===== src/sv/ttce_pkg.sv =====
// ----------------------------------------------------------------------------
// ttce_pkg
// Shared constants, command/status types and helpers for the text terminal
// cursor engine.
// ----------------------------------------------------------------------------
package ttce_pkg;

  localparam int DEF_SCREEN_COLUMNS = 80;
  localparam int DEF_SCREEN_ROWS    = 25;

  localparam int CHAR_W     = 8;
  localparam int ROW_W      = 5;
  localparam int COL_W      = 7;
  localparam int CELL_W     = 16;
  localparam int IN_DATA_W  = 24;
  localparam int OUT_DATA_W = 32;
  localparam int TAB_STEP   = 4;

  localparam logic [CHAR_W-1:0] CODE_NEWLINE    = 8'd10;
  localparam logic [CHAR_W-1:0] CODE_RETURN     = 8'd13;
  localparam logic [CHAR_W-1:0] CODE_TAB        = 8'd9;
  localparam logic [CHAR_W-1:0] CODE_BACKSPACE  = 8'd8;
  localparam logic [CHAR_W-1:0] CODE_BLANK      = 8'd32;
  localparam logic [CHAR_W-1:0] RESET_ATTRIBUTE = 8'd7;

  typedef enum logic [1:0] {
    KIND_CHAR,
    KIND_NEWLINE,
    KIND_TAB,
    KIND_BACK
  } kind_t;

  typedef enum logic [2:0] {
    MEM_NONE,
    MEM_WR_CHAR,
    MEM_WR_BLANK,
    MEM_RD_CELL,
    MEM_CLEAR,
    MEM_SCROLL
  } mem_op_t;

  typedef enum logic [2:0] {
    CUR_HOLD,
    CUR_ADVANCE,
    CUR_TAB,
    CUR_BACK,
    CUR_NEWLINE
  } cur_op_t;

  typedef struct packed {
    logic    load_item;
    logic    cnt_clr;
    logic    cnt_inc;
    mem_op_t mem_op;
    cur_op_t cur_op;
    logic    cap_cell;
    logic    load_out;
  } dp_cmd_t;

  typedef struct packed {
    logic  is_read;
    kind_t kind;
    logic  last_row;
    logic  clear_last;
    logic  scroll_last;
    logic  out_free;
  } dp_sts_t;

  function automatic kind_t classify(input logic [CHAR_W-1:0] code);
    kind_t k;
    if (code == CODE_NEWLINE || code == CODE_RETURN) begin
      k = KIND_NEWLINE;
    end else if (code == CODE_TAB) begin
      k = KIND_TAB;
    end else if (code == CODE_BACKSPACE) begin
      k = KIND_BACK;
    end else begin
      k = KIND_CHAR;
    end
    return k;
  endfunction

endpackage


===== src/sv/ttce_ctrl.sv =====
// ----------------------------------------------------------------------------
// ttce_ctrl
// Controller: sequences the clearing pass, put/read items, backspace, scroll
// and result hand-off.
// ----------------------------------------------------------------------------
module ttce_ctrl import ttce_pkg::*; (
  input  logic    clk,
  input  logic    rst,
  input  logic    s_axis_tvalid,
  output logic    s_axis_tready,
  output dp_cmd_t cmd,
  input  dp_sts_t sts
);

  typedef enum logic [6:0] {
    ST_CLEAR  = 7'b0000001,
    ST_IDLE   = 7'b0000010,
    ST_EXEC   = 7'b0000100,
    ST_RDWAIT = 7'b0001000,
    ST_BS2    = 7'b0010000,
    ST_SCROLL = 7'b0100000,
    ST_RESULT = 7'b1000000
  } state_t;

  state_t state, state_next;

  always_ff @(posedge clk) begin
    if (rst) begin
      state <= ST_CLEAR;
    end else begin
      state <= state_next;
    end
  end

  always_comb begin
    state_next    = state;
    s_axis_tready = 1'b0;
    cmd           = '{load_item: 1'b0, cnt_clr: 1'b0, cnt_inc: 1'b0,
                      mem_op: MEM_NONE, cur_op: CUR_HOLD,
                      cap_cell: 1'b0, load_out: 1'b0};
    case (state)
      ST_CLEAR: begin
        cmd.mem_op  = MEM_CLEAR;
        cmd.cnt_inc = 1'b1;
        if (sts.clear_last) begin
          cmd.cnt_clr = 1'b1;
          state_next  = ST_IDLE;
        end
      end
      ST_IDLE: begin
        s_axis_tready = 1'b1;
        if (s_axis_tvalid) begin
          cmd.load_item = 1'b1;
          state_next    = ST_EXEC;
        end
      end
      ST_EXEC: begin
        if (sts.is_read) begin
          cmd.mem_op = MEM_RD_CELL;
          state_next = ST_RDWAIT;
        end else begin
          case (sts.kind)
            KIND_CHAR: begin
              cmd.mem_op = MEM_WR_CHAR;
              cmd.cur_op = CUR_ADVANCE;
              state_next = ST_RESULT;
            end
            KIND_TAB: begin
              cmd.cur_op = CUR_TAB;
              state_next = ST_RESULT;
            end
            KIND_BACK: begin
              cmd.mem_op = MEM_WR_BLANK;
              cmd.cur_op = CUR_BACK;
              state_next = ST_BS2;
            end
            KIND_NEWLINE: begin
              cmd.cur_op = CUR_NEWLINE;
              state_next = sts.last_row ? ST_SCROLL : ST_RESULT;
            end
            default: begin
              state_next = ST_RESULT;
            end
          endcase
        end
      end
      ST_RDWAIT: begin
        cmd.cap_cell = 1'b1;
        state_next   = ST_RESULT;
      end
      ST_BS2: begin
        // second blank lands on the cell under the moved cursor
        cmd.mem_op = MEM_WR_BLANK;
        state_next = ST_RESULT;
      end
      ST_SCROLL: begin
        cmd.mem_op  = MEM_SCROLL;
        cmd.cnt_inc = 1'b1;
        if (sts.scroll_last) begin
          cmd.cnt_clr = 1'b1;
          state_next  = ST_RESULT;
        end
      end
      ST_RESULT: begin
        if (sts.out_free) begin
          cmd.load_out = 1'b1;
          state_next   = ST_IDLE;
        end
      end
      default: begin
        state_next = ST_IDLE;
      end
    endcase
  end

endmodule


===== config.mk =====
export PLATFORM = sky130hd
export DESIGN_NAME = ttce_ctrl
export DESIGN_NICKNAME = d
export VERILOG_FILES = /design/src/sv/ttce_pkg.sv /design/src/sv/ttce_ctrl.sv
export SDC_FILE = /design/constraint.sdc
export NUM_CORES = 1
export LEC_CHECK = 0
export ABC_AREA = 1
export ABC_CLOCK_PERIOD_IN_PS = 1390
export BUFFER_PORTS_ARGS = -buffer_cell sky130_fd_sc_hd__buf_2
export CAP_MARGIN = 20
export CORE_UTILIZATION = 48
export CTS_BUF_LIST = sky130_fd_sc_hd__clkbuf_4 sky130_fd_sc_hd__clkbuf_8 sky130_fd_sc_hd__clkbuf_16
export CTS_CLUSTER_DIAMETER = 50
export DETAILED_ROUTE_END_ITERATION = 7
export PLACE_DENSITY_LB_ADDON = 0.05
export SYNTH_ARGS = -nofsm -noshare
export SYNTH_HDL_FRONTEND = slang
export SYNTH_SLANG_ARGS = --single-unit

===== constraint.sdc =====
create_clock -name clk -period 1.39 [get_ports clk]
set_input_delay 0.139 -clock clk [delete_from_list [all_inputs] [get_ports clk]]
set_output_delay 0.139 -clock clk [all_outputs]
set_load 0.02 [all_outputs]

==> results.sh <==
export IMPL_reg2reg_slack_ns=-0.09
export IMPL_drv_cap=0
export IMPL_die_w_um=39.38
export IMPL_hold_end="state[5]"
export IMPL_power_density_nw_per_um2=687.4
export IMPL_ys_ff_latch=7
export IMPL_startpoint="state[6]"
export IMPL_switchingPower_mw=0.3270
export IMPL_dr_pass1_iters=4
export IMPL_setup_slack_ns=-0.1627
export IMPL_numClockSinks=7
export IMPL_yosys_area_top_type_share_pct=20.90
export IMPL_antenna_found_initial=0
export IMPL_clk_latency_ns=0.26
export IMPL_reg_largest_list="state (7)"
export IMPL_hold_violations=0
export IMPL_crit_arrival_ns=1.41
export IMPL_portBuffers=21
export IMPL_crit_path_cell_trace="nor2_4 -> nand4_4 -> nor2_4 -> inv_2 -> nor2_2 -> buf_6"
export IMPL_setup_tns_ns=-0.9498
export IMPL_n_antenna_cell=0
export IMPL_cts_root_buf="clkbuf_4"
export IMPL_seqPwrFrac_pct=28.9
export IMPL_postLayoutCoreUtil_pct=91.73
export IMPL_fmax_mhz=644.0
export IMPL_hold_buffers=0
export IMPL_largest_reg_flops=7
export IMPL_p_int_mw=0.4936
export IMPL_die_area_um2=1551
export IMPL_final_max_slew_violation_count=0
export IMPL_hp_start="rst"
export IMPL_cpPeakStageDelay_ns=0.38
export IMPL_grt_setup_unrepaired="true"
export IMPL_ys_types=17
export IMPL_tightestPinTransition_ns=0.2199
export IMPL_path_buf_inv=2
export IMPL_drt_wirelength_per_cell_um=15.39
export IMPL_reg2reg_to="state[5]"
export IMPL_numCtsBuffers=3
export IMPL_grt_pass1_vias=635
export IMPL_grt_max_degree=7
export IMPL_slowest_stage="dfxtp_4"
export IMPL_holdPathStages=2
export IMPL_clockBufferDepth=2
export IMPL_coreArea_um2=1301
export IMPL_drive_gt1_share_pct=64.05
export IMPL_dp_hpwl_mm=1.220
export IMPL_num_vias=903
export IMPL_drc=0
export IMPL_wl_mm=2.585
export IMPL_netlist_instances=110
export IMPL_io_pins=22
export IMPL_path_delay_family="simple AND/OR/NAND/NOR gates"
export IMPL_r2r_start="state[6]"
export IMPL_period_minus_slack_ns=1.553
export IMPL_whs_ns=0.07660
export IMPL_drt_iter0_drc=36
export IMPL_relSlewSlack_pct=85.26
export IMPL_routed_via_density=5.375
export IMPL_cp_end_kind="primary output"
export IMPL_place_congestion=0.7571
export IMPL_skew_ns=0.01176
export IMPL_globalRoute_totalOverflow=0
export IMPL_period_share_pct=111.7
export IMPL_synth_largest_area_cell="dfxtp_1"
export IMPL_power_mw=0.8205
export IMPL_die_h_um=39.38
export IMPL_crit_fanout=5
export IMPL_cpMostUsedCell="nor2_4"
export IMPL_grt_pass1_wl_mm=2.470
export IMPL_num_rows=13
export IMPL_hp_class="input pin to register"
export IMPL_n_fill_cell=54
export IMPL_regMostFlops="state"
export IMPL_synth_cell_area_um2=670.6
export IMPL_power_frac_clock_pct=26.2
export IMPL_run_status="complete, but fails checks"
export IMPL_clk_pin_slew_ns=0.06
export IMPL_tritoncts="built"
export IMPL_sw_frac_of_total_pct=39.85
export IMPL_crit_type="register to primary output"
export IMPL_vdd_drop_max_uv=760.9
export IMPL_start_util_pct=51.54
export IMPL_synth_avg_cell_area_um2=6.097
export IMPL_critical_path_startpoint_type="register"
export IMPL_syn_nets=125
export IMPL_violations="negative setup slack"
export IMPL_synth_area_leaders="dfxtp_1 (21%), nor2_1 (14%), nand2_1 (13%)"
export IMPL_h_tree_depth=1
export IMPL_pwr_share_comb_pct=44.8
export IMPL_setup_violations=13
export IMPL_synth_warnings=0
export IMPL_ys_seq_area_share_pct=20.90
export IMPL_required_ns=1.25
export IMPL_r2r_cells=9
export IMPL_detail_route_antenna_nets=0
export IMPL_nNetsFinal=169
export IMPL_p_leak_nw=0.6061
export IMPL_place_ws_ns=0.04483
export IMPL_area_growth_pct=77.98
export IMPL_grt_usage_pct=23.40
[layer usage]
metal	part of all wire (%)	up-vias	track usage, %
met4	1.9	0	3.448
met5	0	-	0
met2	53	51	42.08
li1	-	426	-
met1	39	420	28.97
met3	5.9	6	4.545
[cells in the final DEF (no fill, tap or decap), drive strengths merged]
cell type and count:
nor3 3, clkbuf 4, nand3 8, nand4 1, o21ai 3, inv 18, nor2 32, o22ai 1
dfxtp 7, nand2 31, a21oi 1, buf 39, ha 5
[per-stage QoR]
step / cell area (µm²) / std cells
after global placement: 802.0 / 147
final: 1194 / 168
after global routing: 1194 / 168
after floorplan: 670.6 / 110
after CTS: 974.7 / 160
after detailed placement: 802.0 / 147
[power by group through the flow]
stage	clock network (mW)	logic [mW]	registers, mW
floorplan	0	0.166	0.227
global placement	0	0.227	0.229
detailed placement	0	0.229	0.230
CTS	0.205	0.270	0.233
global route	0.231	0.392	0.239
finish	0.215	0.368	0.237
[kinds of logic (layout without fill, tap and decap cells)]
| family | Yosys count | count (layout) | share of synthesized area, % |
|---|---|---|---|
| AOI/OAI and AO/OA | 5 | 5 | 3.917 |
| adders and majority gates | 5 | 5 | 9.328 |
| buffers and inverters | 18 | 61 | 10.07 |
| DFF | 7 | 7 | 20.89 |
| and+or+nand+nor | 75 | 75 | 55.78 |
[worst max path at each step]
stage	slack [ns]	endpoint	cells after the start
5_1_grt	-0.22	cmd[4]	6
6_report	-0.16	cmd[4]	6
4_1_cts	-0.08	cmd[9]	6
2_1_floorplan	0.04	cmd[5]	3
3_5_place_dp	0.04	cmd[2]	6
3_3_place_gp	0.10	cmd[9]	6
[repair_timing]
item,CTS,global route
buffers inserted,9,11
gates resized for setup,28,53
setup endpoints to repair,9,17
pin swaps,7,17
[cell type report]
| cell class | count | area, µm² | share of cell area, % |
|---|---|---|---|
| multi-input combinational | 85 | 601.8 | 50.42 |
| timing repair buffer | 39 | 304.0 | 25.47 |
| sequential | 7 | 158.9 | 13.31 |
| inverter | 18 | 80.08 | 6.709 |
| clock buffer | 4 | 30.03 | 2.516 |
| tap | 15 | 18.77 | 1.572 |
[cell usage after synthesis, drive strengths merged]
cell,instances
a21oi,1
nand3,8
nor2,32
o22ai,1
nor3,3
inv,18
dfxtp,7
nand2,31
ha,5
nand4,1
o21ai,3
(Power assumes the default switching activity.)
